[config.mk]
export PLATFORM = sky130hd
export DESIGN_NAME = first_prime_in_stream
export DESIGN_NICKNAME = d
export VERILOG_FILES = /design/src/hdl/fpis_pkg.sv /design/src/hdl/fpis_rem_unit.sv /design/src/hdl/first_prime_in_stream.sv
export VERILOG_INCLUDE_DIRS = /design/src /design/src/hdl
export SDC_FILE = /design/constraint.sdc
export NUM_CORES = 1
export LEC_CHECK = 0
export ABC_AREA = 1
export BUFFER_PORTS_ARGS = -buffer_cell sky130_fd_sc_hd__buf_2
export CORE_MARGIN = 2
export CORE_UTILIZATION = 60
export CTS_BUF_LIST = sky130_fd_sc_hd__clkbuf_8
export CTS_CLUSTER_SIZE = 10
export DETAILED_ROUTE_END_ITERATION = 12
export PLACE_DENSITY = 0.78
export SETUP_SLACK_MARGIN = 0.15
export SYNTH_ARGS = -nofsm -noshare
export SYNTH_HDL_FRONTEND = slang
export SYNTH_SLANG_ARGS = --single-unit
[constraint.sdc]
create_clock -name clock -period 7.2 [get_ports clock]
set_input_delay 0.72 -clock clock [delete_from_list [all_inputs] [get_ports clock]]
set_output_delay 0.72 -clock clock [all_outputs]
set_load 0.01 [all_outputs]
[src/hdl/first_prime_in_stream_macros.svh]
// assertion macros for the first_prime_in_stream block
`ifndef FIRST_PRIME_IN_STREAM_MACROS_SVH
`define FIRST_PRIME_IN_STREAM_MACROS_SVH

`ifndef SYNTHESIS

// condition holds, consequence holds in the same cycle
`define FPIS_ASSERT_SAME(lbl, clk, rst, cond, cons) \
   lbl: assert property (@(posedge clk) disable iff (rst) (cond) |-> (cons)) \
      else $error("assertion failed: same-cycle check");

// condition holds, consequence holds in the next cycle
`define FPIS_ASSERT_NEXT(lbl, clk, rst, cond, cons) \
   lbl: assert property (@(posedge clk) disable iff (rst) (cond) |=> (cons)) \
      else $error("assertion failed: next-cycle check");

`else

`define FPIS_ASSERT_SAME(lbl, clk, rst, cond, cons)
`define FPIS_ASSERT_NEXT(lbl, clk, rst, cond, cons)

`endif

`endif

[src/hdl/fpis_pkg.sv]
// shared constants and types for the first_prime_in_stream block
`default_nettype none

package fpis_pkg;

   localparam int VALUE_BITS_DEF = 16;

   // status of the shared remainder unit
   typedef struct packed {
      logic busy;
      logic done;
   } rem_sts_type;

endpackage

`default_nettype wire

[src/hdl/fpis_rem_unit.sv]
// bit-serial restoring remainder unit, one quotient bit per cycle
`default_nettype none

module fpis_rem_unit #(
   parameter int VALUE_BITS = fpis_pkg::VALUE_BITS_DEF
) (
   input  wire logic                    clock,
   input  wire logic                    reset,
   input  wire logic                    start,
   input  wire logic [VALUE_BITS-1:0]   dividend,
   input  wire logic [VALUE_BITS-1:0]   divisor,
   output fpis_pkg::rem_sts_type        sts,
   output logic      [VALUE_BITS-1:0]   remainder
);

   localparam int CNT_BITS = $clog2(VALUE_BITS);
   localparam logic [CNT_BITS-1:0] CNT_LAST = CNT_BITS'(VALUE_BITS - 1);

   logic                  busy_ff, busy_in;
   logic                  done_ff, done_in;
   logic [CNT_BITS-1:0]   cnt_ff, cnt_in;
   logic [VALUE_BITS-1:0] rem_ff, rem_in;
   logic [VALUE_BITS-1:0] dvd_ff, dvd_in;
   logic [VALUE_BITS-1:0] dsr_ff, dsr_in;
   logic [VALUE_BITS:0]   trial;

   always_comb begin
      busy_in = busy_ff;
      done_in = 1'b0;
      cnt_in  = cnt_ff;
      rem_in  = rem_ff;
      dvd_in  = dvd_ff;
      dsr_in  = dsr_ff;
      trial   = {rem_ff, dvd_ff[VALUE_BITS-1]};
      if (start) begin
         busy_in = 1'b1;
         cnt_in  = '0;
         rem_in  = '0;
         dvd_in  = dividend;
         dsr_in  = divisor;
      end else if (busy_ff) begin
         // partial remainder stays below the divisor, so it fits back
         if (trial >= {1'b0, dsr_ff}) begin
            rem_in = VALUE_BITS'(trial - {1'b0, dsr_ff});
         end else begin
            rem_in = VALUE_BITS'(trial);
         end
         dvd_in = {dvd_ff[VALUE_BITS-2:0], 1'b0};
         cnt_in = cnt_ff + CNT_BITS'(1);
         if (cnt_ff == CNT_LAST) begin
            busy_in = 1'b0;
            done_in = 1'b1;
         end
      end
   end

   always_ff @(posedge clock) begin
      if (reset) begin
         busy_ff <= 1'b0;
         done_ff <= 1'b0;
         cnt_ff  <= '0;
      end else begin
         busy_ff <= busy_in;
         done_ff <= done_in;
         cnt_ff  <= cnt_in;
      end
      rem_ff <= rem_in;
      dvd_ff <= dvd_in;
      dsr_ff <= dsr_in;
   end

   assign sts.busy  = busy_ff;
   assign sts.done  = done_ff;
   assign remainder = rem_ff;

endmodule

`default_nettype wire

[src/hdl/first_prime_in_stream.sv]
// top level: first prime of each run by trial division over a shared remainder unit
// one item at a time; a beat is taken only in idle, the result loads at the end of its last cycle
// non-candidates (below 2, negative, or after a reported prime) go from idle straight to finish
// a prime n needs one remainder per divisor, for every divisor from 2 up to floor(sqrt(n))
// a composite stops at p, its least divisor; a stalled result holds finish; synchronous reset
// clears the sequencer, the run flag and the output valid flag
`default_nettype none
`include "first_prime_in_stream_macros.svh"

module first_prime_in_stream #(
   parameter int VALUE_BITS = fpis_pkg::VALUE_BITS_DEF
) (
   input  wire logic                         clock,
   input  wire logic                         reset,
   input  wire logic                         req_valid,
   output logic                              req_stall,
   input  wire logic signed [VALUE_BITS-1:0] req_value,
   input  wire logic                         req_last,
   output logic                              rsp_valid,
   input  wire logic                         rsp_stall,
   output logic signed      [VALUE_BITS-1:0] rsp_prime_found
);

   localparam int SQ_BITS = VALUE_BITS + 2;
   localparam logic [VALUE_BITS-1:0] FIRST_DIV = VALUE_BITS'(2);
   localparam logic [SQ_BITS-1:0]    FIRST_SQ  = SQ_BITS'(4);

   typedef enum logic [3:0] {
      ST_IDLE   = 4'b0001,
      ST_START  = 4'b0010,
      ST_WAIT   = 4'b0100,
      ST_FINISH = 4'b1000
   } state_type;

   state_type              state_ff, state_in;
   logic [VALUE_BITS-1:0]  n_ff, n_in;
   logic                   last_ff, last_in;
   logic                   rep_ff, rep_in;
   logic                   prime_ff, prime_in;
   logic [VALUE_BITS-1:0]  d_ff, d_in;
   logic [SQ_BITS-1:0]     sq_ff, sq_in;
   logic                   out_valid_ff, out_valid_in;
   logic signed [VALUE_BITS-1:0] out_data_ff, out_data_in;

   logic                   rem_start;
   fpis_pkg::rem_sts_type  rem_sts;
   logic [VALUE_BITS-1:0]  rem_value;
   logic                   out_free;
   logic                   emit;

   fpis_rem_unit #(
      .VALUE_BITS (VALUE_BITS)
   ) u_rem (
      .clock     (clock),
      .reset     (reset),
      .start     (rem_start),
      .dividend  (n_ff),
      .divisor   (d_ff),
      .sts       (rem_sts),
      .remainder (rem_value)
   );

   assign out_free = !out_valid_ff || !rsp_stall;
   assign emit     = !rep_ff && (prime_ff || last_ff);

   always_comb begin
      state_in     = state_ff;
      n_in         = n_ff;
      last_in      = last_ff;
      rep_in       = rep_ff;
      prime_in     = prime_ff;
      d_in         = d_ff;
      sq_in        = sq_ff;
      out_data_in  = out_data_ff;
      out_valid_in = out_valid_ff && rsp_stall;
      rem_start    = 1'b0;
      case (state_ff)
         ST_IDLE: begin
            if (req_valid) begin
               n_in     = $unsigned(req_value);
               last_in  = req_last;
               prime_in = 1'b0;
               d_in     = FIRST_DIV;
               sq_in    = FIRST_SQ;
               if (rep_ff || req_value[VALUE_BITS-1] || ($unsigned(req_value) < FIRST_DIV)) begin
                  state_in = ST_FINISH;
               end else begin
                  state_in = ST_START;
               end
            end
         end
         ST_START: begin
            // no divisor up to sqrt(n) divides it
            if (sq_ff > {2'b00, n_ff}) begin
               prime_in = 1'b1;
               state_in = ST_FINISH;
            end else begin
               rem_start = 1'b1;
               state_in  = ST_WAIT;
            end
         end
         ST_WAIT: begin
            if (rem_sts.done) begin
               if (rem_value == '0) begin
                  state_in = ST_FINISH;
               end else begin
                  // (d+1)^2 = d^2 + 2d + 1
                  d_in     = d_ff + VALUE_BITS'(1);
                  sq_in    = sq_ff + SQ_BITS'({d_ff, 1'b1});
                  state_in = ST_START;
               end
            end
         end
         ST_FINISH: begin
            if (!emit || out_free) begin
               if (emit) begin
                  out_valid_in = 1'b1;
                  out_data_in  = prime_ff ? $signed(n_ff) : '1;
               end
               rep_in   = last_ff ? 1'b0 : (rep_ff || prime_ff);
               state_in = ST_IDLE;
            end
         end
         default: begin
            state_in = ST_IDLE;
         end
      endcase
   end

   always_ff @(posedge clock) begin
      if (reset) begin
         state_ff     <= ST_IDLE;
         rep_ff       <= 1'b0;
         out_valid_ff <= 1'b0;
      end else begin
         state_ff     <= state_in;
         rep_ff       <= rep_in;
         out_valid_ff <= out_valid_in;
      end
      n_ff        <= n_in;
      last_ff     <= last_in;
      prime_ff    <= prime_in;
      d_ff        <= d_in;
      sq_ff       <= sq_in;
      out_data_ff <= out_data_in;
   end

   assign req_stall       = (state_ff != ST_IDLE);
   assign rsp_valid       = out_valid_ff;
   assign rsp_prime_found = out_data_ff;

   `FPIS_ASSERT_SAME(a_wait_has_unit, clock, reset, state_ff == ST_WAIT,
                     rem_sts.busy || rem_sts.done)
   `FPIS_ASSERT_SAME(a_start_when_free, clock, reset, rem_start,
                     !rem_sts.busy && !rem_sts.done)
   `FPIS_ASSERT_NEXT(a_reported_skips, clock, reset, req_valid && !req_stall && rep_ff,
                     state_ff == ST_FINISH && !prime_ff)
   `FPIS_ASSERT_SAME(a_rsp_range, clock, reset, rsp_valid,
                     !rsp_prime_found[VALUE_BITS-1] || (rsp_prime_found == '1))

endmodule

`default_nettype wire

==> results of run 1 <==
## final cells by class
type | instances | share of cell area
sequential | 128 | 0.434
multi-input combinational | 633 | 0.408
inverter | 123 | 0.0562
clock buffer | 17 | 0.0285
timing repair buffer | 42 | 0.0268
tap | 168 | 0.0256
clock inverter | 15 | 0.0206
## flip-flops by register name (all words and copies together), names as in the netlist, 16 cells and up
register         flops
d_ff                16
n_ff                16
rsp_prime_found     16
sq_ff               18
u_rem.dsr_ff        16
u_rem.dvd_ff        16
u_rem.remainder     16
## cell usage in the layout (no fill, tap or decap), types with 3 or more instances in the layout
cell and n:
a31oi_1 3, o21ai_0 41, nor2_1 83, clkinvlp_4 5
buf_4 4, xor2_1 11, o21a_1 3, a21oi_1 65
bufinv_16 3, nand4_1 16, clkbuf_8 17, nor3_1 11
inv_1 122, nor3_2 5, nand3_1 80, clkinv_1 3
a21o_1 4, nand2_1 234, ha_1 50, buf_2 38
nand2_2 7, edfxtp_1 100, dfxtp_1 28
## per-layer routing
metal,track usage,vias up,wire length [um]
met4,0.109,0,434
li1,-,3102,-
met2,0.429,198,7730
met5,0,-,0
met1,0.351,2791,7310
met3,0.0586,38,984
## path summary, 6_finish.rpt
check                         startpoint                   to  slack, ns  cells after the start
setup / recovery  sq_ff[7]$_SDFFCE_PP0P_   prime_ff$_DFFE_PP_       4.25                     12
hold reg to reg        last_ff$_DFFE_PP_  rep_ff$_SDFFE_PP0P_       0.46                      1
setup reg to reg  sq_ff[7]$_SDFFCE_PP0P_   prime_ff$_DFFE_PP_       4.25                     12
hold / removal              req_value[0]    n_ff[0]$_DFFE_PP_       0.45                      1
## where the power goes
group / leakage (nW) / switching (mW) / total (mW) / internal [mW]
clock network: 0.189 / 0.294 / 0.633 / 0.339
logic: 2.48 / 0.440 / 0.657 / 0.217
registers: 1.15 / 0.0908 / 1.01 / 0.922
## logic make-up after synthesis
kind of cell / synth area share
simple gates: 0.255
buf+inv: 0.0765
flops: 0.477
compound gates: 0.0874
fa+ha+maj: 0.0891
xor+xnor: 0.0152
## critical path: stages, from the launching register on
cell and delay [ns]:
edfxtp_1 0.44, ha_1 0.32, nand2_1 0.07, nor2_1 0.18, nand3_1 0.09, nand3_1 0.09, nand2_1 0.05, nand2_1 0.07
nand2_1 0.06, nand2_2 0.05, buf_4 0.49, inv_1 0.48, nor2_1 0.23
## per-stage QoR
stage | power [mW] | setup slack (ns)
after floorplan | 1.49 | 3.71
after global placement | 1.66 | 4.33
after detailed placement | 1.67 | 4.25
after CTS | 2.31 | 4.24
after global routing | 2.45 | 3.96
final | 2.30 | 4.25
==> impl_metrics.ini, run 1 <==
[layout]
nets = 1018
syn_to_final_growth_pct = 9.83
stdcell_count = 1126
multi_input_area_um2 = 3350
n_antenna_cell = 0
design_area_um2 = 8210
n_fill_cell = 994
drive_gt1_frac = 0.0960
regArea_um2 = 3560
utilization = 0.681

[synthesis]
yosys-top-cells-count = nand2_1 (234), inv_1 (121), edfxtp_1 (100)
synth_flop_cell = edfxtp_1
synth_area_per_cell_um2 = 8.27
syn_inst = 904
syn_nets = 977
post-synth-top-count-cell = nand2_1
synthArstFlopShare = 0
yosysTopAreaCell = edfxtp_1
ys_top_cells_by_area = edfxtp_1 (40%), nand2_1 (12%), ha_1 (8.4%)
synth_edf_count = 100
synthesis.area_um2 = 7470
synth_cell_type_count = 35
yosys_warnings = 0
synth_seq_cells = 128
synth_top_area_frac = 0.402
ys_seq_area_frac = 0.477

[die]
die_area_um2 = 13400
core_um2 = 12100
die_x_um = 116
rows = 40
die_h_um = 116
start_util = 0.620
boundaryPins = 39

[worst_setup_path]
endpoint_kind = register
arrival_ns = 3.09
worstPathMaxFanout = 68
cp-start-kind = register
required_ns = 7.34
crit_type = register to register

[power_and_ir_drop]
power_density_nw_per_um2 = 281
worst_ir_drop_vdd_uv = 283
leakage_nw = 3.82

[place]
dp.cells = 1094
gp_congestion = 0.921
dp_hpwl_mm = 12.2
io_buffers = 38
postPlaceCellArea_um2 = 7810

[drt]
vias = 6129
drc_errors = 0
first_pass_iters = 5
ant_nets = 0
post_drt_via_cell_ratio = 5.44
finalWirelength_mm = 16.5
wire_per_inst_um = 14.6
drt_iter0_markers = 769

[outcome]
status = completed

[clock_tree]
cts-root-buf = clkbuf_8
cts_tree = done
clockBufferDepth = 2
post_cts_buffers = 0
cts_sinks = 128
cts_htree_levels = 4
hold_buffers = 0
insertion_delay_ns = 0.45
cts_resized = 0
numCtsBuffers = 17
clk_pin_slew_ns = 0.07

[worst_hold_path]
worstHoldPathType = input port to register

[sta]
worst_slew_pin_slew_ns = 1.15
period_share = 0.410
finClkSkew_ns = 0.0138
fin_crit_ns = 2.95
finalSetupViolCount = 0
hold-worst-slack_ns = 0.453
fmax_mhz = 339
fin_tns_setup_ns = 0
maxSlewViolCount = 0
slew_headroom = 0.230
rsz0062_at_grt = false
hold_violations = 0

[global_route]
grt_pass1_vias = 5747
grt_util_all_layers = 0.266
grt.overflow.total = 0
antenna_found_initial = 0
grt_first_pass_wirelength_mm = 27.3
grt_max_degree = 69

[job]
max_cap_violations = 0
(Power assumes the default switching activity.)
==> run 2: changes to the inputs <==
Settings changed: CORE_UTILIZATION 60 to 58, PLACE_DENSITY 0.78 to 0.79.
Clock period 7.2 ns to 2.7 ns, I/O delays scaled along.
==> impl_metrics.ini, run 2 (synthesis results as in run 1) <==
[outcome]
status = completed

[worst_setup_path]
endpoint_kind = register
critPathMostFrequentCell = nand2_1
crit_path_max_incr_delay_ns = 0.43
path_buf_inv = 1
arrival_ns = 2.74
cp_cell_sequence = ha_1 > nand2_1 > nor2_1 > nand3_1 > nand3_1 > nand2_1 > nand2_1 > nand2_1 > nand2_2 > buf_6 > nand2_1 > nor3_1
crit_slowest_cell = edfxtp_1
required_ns = 3.06
crit_type = register to register
worstPathMaxFanout = 50
cp-start-kind = register
crit_family = simple AND/OR/NAND/NOR gates

[global_route]
grt_pass1_vias = 6186
grt_util_all_layers = 0.272
grt.overflow.total = 0
antenna_found_initial = 0
grt_max_degree = 51
grt_first_pass_wirelength_mm = 29.7

[drt]
finalWirelength_mm = 18.1
vias = 6399
ant_nets = 0
wire_per_inst_um = 15.7
first_pass_iters = 5
drc_errors = 0
post_drt_via_cell_ratio = 5.54
drt_iter0_markers = 699

[layout]
largest_reg_flops = 18
multi_input_area_um2 = 3350
syn_to_final_growth_pct = 14.4
drive_gt1_frac = 0.105
layout_common_cells = nand2_1 (234), inv_1 (121), edfxtp_1 (100), nor2_1 (83), nand3_1 (80)
top_register = sq_ff
regArea_um2 = 3560
nets = 1043
mostFrequentLayoutCell = nand2_1
n_antenna_cell = 0
n_fill_cell = 1037

[die]
rows = 41
die_x_um = 118
die_area_um2 = 13800
die_h_um = 118
start_util = 0.592
boundaryPins = 39
core_um2 = 12600

[clock_tree]
cts_htree_levels = 4
cts-root-buf = clkbuf_8
clk_pin_slew_ns = 0.07
insertion_delay_ns = 0.45
post_cts_buffers = 0
clockBufferDepth = 2
cts_sinks = 128
cts_tree = done
numCtsBuffers = 17

[sta]
rsz0062_at_grt = false
fin_ws_ns = 0.319
finalSetupViolCount = 0
finClkSkew_ns = 0.0177
period_share = 0.882
maxSlewViolCount = 0
hold_violations = 0
fin_crit_ns = 2.38
fin_tns_setup_ns = 0
slew_headroom = 0.606
worst_slew_pin_slew_ns = 0.590
fmax_mhz = 420

[worst_hold_path]
worstHoldPathType = input port to register

[job]
max_cap_violations = 0

[place]
dp_hpwl_mm = 12.4
io_buffers = 38
gp_congestion = 0.995
place_worst_setup_slack_ns = 0.290

[power_and_ir_drop]
leakage_nw = 4.00
power_density_nw_per_um2 = 774
worst_ir_drop_vdd_uv = 556
## run 2: where the power goes
part	internal, mW	switching, mW
logic	0.637	1.23
registers	2.45	0.239
clock network	1.28	0.779
## run 2: final timing paths
path | from | endpoint | slack [ns] | depth (start not counted)
setup / recovery | sq_ff[7]$_SDFFCE_PP0P_ | u_rem.cnt_ff[2]$_SDFFE_PP0P_ | 0.32 | 12
hold / removal | req_value[5] | n_ff[5]$_DFFE_PP_ | 0.04 | 1
setup reg to reg | sq_ff[7]$_SDFFCE_PP0P_ | u_rem.cnt_ff[2]$_SDFFE_PP0P_ | 0.32 | 12
hold reg to reg | last_ff$_DFFE_PP_ | rep_ff$_SDFFE_PP0P_ | 0.45 | 1
## run 2: layer usage
layer / part of all wire / routed length, um / global-route usage / vias up
met1: 0.42 / 7620 / 0.344 / 2958
li1: - / - / - / 3156
met4: 0.033 / 599 / 0.134 / 0
met5: 0 / 0 / 0 / -
met3: 0.060 / 1090 / 0.0610 / 41
met2: 0.49 / 8780 / 0.443 / 244
## run 2: cell type report
type	instances	area share
sequential	128	0.417
multi-input combinational	633	0.392
timing repair buffer	67	0.0543
inverter	123	0.0540
clock inverter	15	0.0306
clock buffer	17	0.0274
tap	172	0.0252
## run 2: repair_timing
item / 4_1_cts / 5_1_grt
hold buffers: 16 / 0
gates resized for setup: 0 / 2
endpoints found under the setup margin: 0 / 13
endpoints found under the hold margin: 16 / 0
## run 2: through the flow
| stage | instance area (um2) | power (mW) | cells | utilization | hold slack (ns) |
|---|---|---|---|---|---|
| 3_3_place_gp | 7890 | 4.46 | 1107 | 0.625 | 0.448 |
| 6_report | 8550 | 6.62 | 1155 | 0.678 | 0.0417 |
| 4_1_cts | 8550 | 6.58 | 1155 | 0.677 | 0.000288 |
| 2_1_floorplan | 7480 | 3.97 | 904 | - | 0.339 |
| 3_5_place_dp | 7890 | 4.51 | 1107 | 0.625 | 0.450 |
| 5_1_grt | 8550 | 7.00 | 1155 | 0.678 | 0.00102 |
## run 2: worst register-to-register path, delay by kind of cell, from the launching register on
kind          cells  cell delay [ns]
fa+ha+maj         1             0.32
buf+inv           1             0.32
flops             1             0.43
simple gates     10             1.22
==> run 3: changes to the inputs <==
Settings changed: ABC_AREA 1 to 0, BUFFER_PORTS_ARGS -buffer_cell sky130_fd_sc_hd__buf_2 to -buffer_cell sky130_fd_sc_hd__buf_4, CORE_UTILIZATION 58 to 57, PLACE_DENSITY 0.79 to 0.78.
==> impl_metrics.ini, run 3 <==
[outcome]
status = complete, but fails checks
violations = setup timing

[clock_tree]
insertion_delay_ns = 0.45
cts-root-buf = clkbuf_8
numCtsBuffers = 17
cts_htree_levels = 4
cts_tree = done
clockBufferDepth = 2
cts_sinks = 128
clk_pin_slew_ns = 0.08

[drt]
first_pass_iters = 7
vias = 5604
post_drt_via_cell_ratio = 6.12
wire_per_inst_um = 19.4
drt_iter0_markers = 583
drc_errors = 0
ant_nets = 0
finalWirelength_mm = 17.7

[sta]
hold_violations = 0
fmax_mhz = 366
fin_crit_ns = 2.73
fin_tns_setup_ns = -0.298
hold-worst-slack_ns = 0.0725
fin_ws_ns = -0.0338
finClkSkew_ns = 0.0125
slew_headroom = 0.521
period_share = 1.01
finalSetupViolCount = 15
worst_slew_pin_slew_ns = 0.717
maxSlewViolCount = 0
rsz0062_at_grt = true

[worst_setup_path]
r2r_end = u_rem.remainder[1]$_SDFFE_PP0P_
worstReg2RegStart = sq_ff[5]$_SDFFCE_PP0P_
crit_family = compound AO/OA/AOI/OAI gates
crit_type = register to register
cp-start-kind = register
crit_slowest_cell = edfxtp_1
cp_cell_sequence = ha_4 > nand4_1 > o21bai_1 > a31oi_1 > o31a_1 > o41ai_4 > buf_4 > buf_16 > buf_12 > or4_4 > o311ai_2
path_buf_inv = 3
ff2ff_path_depth = 11
arrival_ns = 3.09
endpoint_kind = register
worstPathMaxFanout = 6
r2r_slack_ns = -0.03
crit_path_max_incr_delay_ns = 0.48
required_ns = 3.06

[place]
dp.cells = 838
gp_congestion = 0.924
dp_hpwl_mm = 10.9
place_worst_setup_slack_ns = 0.00766
io_buffers = 38

[synthesis]
synth_flop_cell = edfxtp_1
synth_top_family_by_area = simple AND/OR/NAND/NOR gates
synthArstFlopShare = 0
ys_seq_area_frac = 0.510
yosys.area_share.xor_xnor = 0.0401
syn_inst = 647
yosys-top-cells-count = edfxtp_1 (100), nor2_1 (74), ha_1 (50)
yosysTopAreaCell = edfxtp_1
yosys.area_share.simple = 0.157
synthMuxAreaShare = 0.0437
ys_top_cells_by_area = edfxtp_1 (43%), ha_1 (9.0%), dfxtp_1 (8.0%)
synth_cell_type_count = 58
synth_compound_area_frac = 0.116
synth_area_per_cell_um2 = 10.8
yosys_warnings = 0
synthesis.area_um2 = 6990
synth_seq_cells = 128
synth_edf_count = 100
syn_nets = 720
post-synth-top-count-cell = edfxtp_1
synthAdderAreaFrac = 0.0953
synth_top_area_frac = 0.430

[layout]
n_fill_cell = 762
syn_to_final_growth_pct = 26.3
stdcell_count = 916
largest_reg_flops = 18
drive_gt1_frac = 0.252
mostFrequentLayoutCell = edfxtp_1
top_register = sq_ff
layout_common_cells = edfxtp_1 (100), nor2_1 (74), buf_4 (73), inv_1 (41), ha_1 (39)
regArea_um2 = 3560
nets = 829
multi_input_area_um2 = 3540
n_antenna_cell = 0

[global_route]
grt.overflow.total = 0
grt_pass1_vias = 5527
grt_max_degree = 41
antenna_found_initial = 0
grt_first_pass_wirelength_mm = 27.4
grt_util_all_layers = 0.271

[worst_hold_path]
min_from = reset
worstHoldPathType = input port to register
whs_endpoint = state_ff[2]$_SDFFE_PP0P_
hold_depth = 2

[power_and_ir_drop]
leakage_nw = 3.52
total_power_mw = 6.91
power_density_nw_per_um2 = 784
worst_ir_drop_vdd_uv = 445

[die]
rows = 40
die_h_um = 115
boundaryPins = 39
start_util = 0.582
die_area_um2 = 13200
die_x_um = 115
core_um2 = 12000

[job]
max_cap_violations = 0
==> run 3: cell count changes after synthesis, sizes merged, moves of 14 or more <==
cell / change
a211oi: +20
a21oi: -35
inv: -74
mux2: +17
nand2: -205
nand3: -69
o21ai: -21
xnor2: +14
==> run 3: worst register-to-register path: cells and delay by family, from the launching register on <==
kind | cells | cell delay, ns
AOI/OAI and AO/OA | 5 | 0.82
adders and majority gates | 1 | 0.31
buffers and inverters | 3 | 0.44
DFF | 1 | 0.48
and+or+nand+nor | 2 | 0.59
==> run 3: final cells by class <==
cell class / instances / share of cell area
inverters: 49 / 0.0208
multi-input cells: 455 / 0.402
repair buffers: 105 / 0.110
flip-flops and latches: 128 / 0.404
well taps: 147 / 0.0208
clock inverters: 15 / 0.0166
clock buffers: 17 / 0.0265
==> run 3: power by group <==
group          switching (mW)  leakage (nW)  total, mW  internal (mW)
sequential              0.260          1.16       2.67           2.41
combinational            1.40          2.16       2.63           1.24
clock                   0.793         0.194       1.61          0.812
total                    2.45          3.52       6.91           4.47
==> run 3: through the flow <==
stage                      util  area (um2)
after floorplan               -        7020
after global placement    0.631        7580
after detailed placement  0.631        7580
after CTS                 0.713        8560
after global routing      0.735        8820
final                     0.735        8820
==> run 3: logic make-up (layout without fill, tap and decap cells) <==
kind of cell | Yosys count | count (layout)
simple gates | 221 | 222
flops | 128 | 128
compound gates | 120 | 121
buf+inv | 66 | 186
fa+ha+maj | 52 | 52
xor+xnor | 32 | 32
mux | 28 | 28
==> run 3: repair_timing <==
action / in CTS / in global routing
gates cloned: 3 / 3
resized for setup: 53 / 37
setup endpoints to repair: 64 / 110
pin swaps: 15 / 21
hold buffers: 17 / 0
hold endpoints to repair: 17 / 0
buffers inserted: 17 / 6
==> run 3: worst max path at each step <==
stage	from	end	slack [ns]	cells after the start
finish	sq_ff[5]$_SDFFCE_PP0P_	u_rem.remainder[1]$_SDFFE_PP0P_	-0.03	11
CTS	sq_ff[4]$_SDFFCE_PP0P_	u_rem.dvd_ff[4]$_DFFE_PP_	0.04	9
global route	u_rem.dsr_ff[11]$_DFFE_PP_	u_rem.remainder[1]$_SDFFE_PP0P_	-0.13	10
global placement	sq_ff[11]$_SDFFCE_PP0P_	u_rem.dvd_ff[4]$_DFFE_PP_	0.07	8
detailed placement	sq_ff[13]$_SDFFCE_PP0P_	u_rem.dvd_ff[6]$_DFFE_PP_	0.008	8
floorplan	sq_ff[1]$_SDFFCE_PP0P_	u_rem.dvd_ff[11]$_DFFE_PP_	0.14	8
==> run 3: layer usage <==
layer	track usage	share of wire	wire length [um]	vias up
li1	-	-	-	2605
met1	0.333	0.40	7130	2688
met2	0.464	0.49	8710	247
met3	0.0656	0.067	1190	64
met4	0.108	0.040	702	0
met5	0	0	0	-
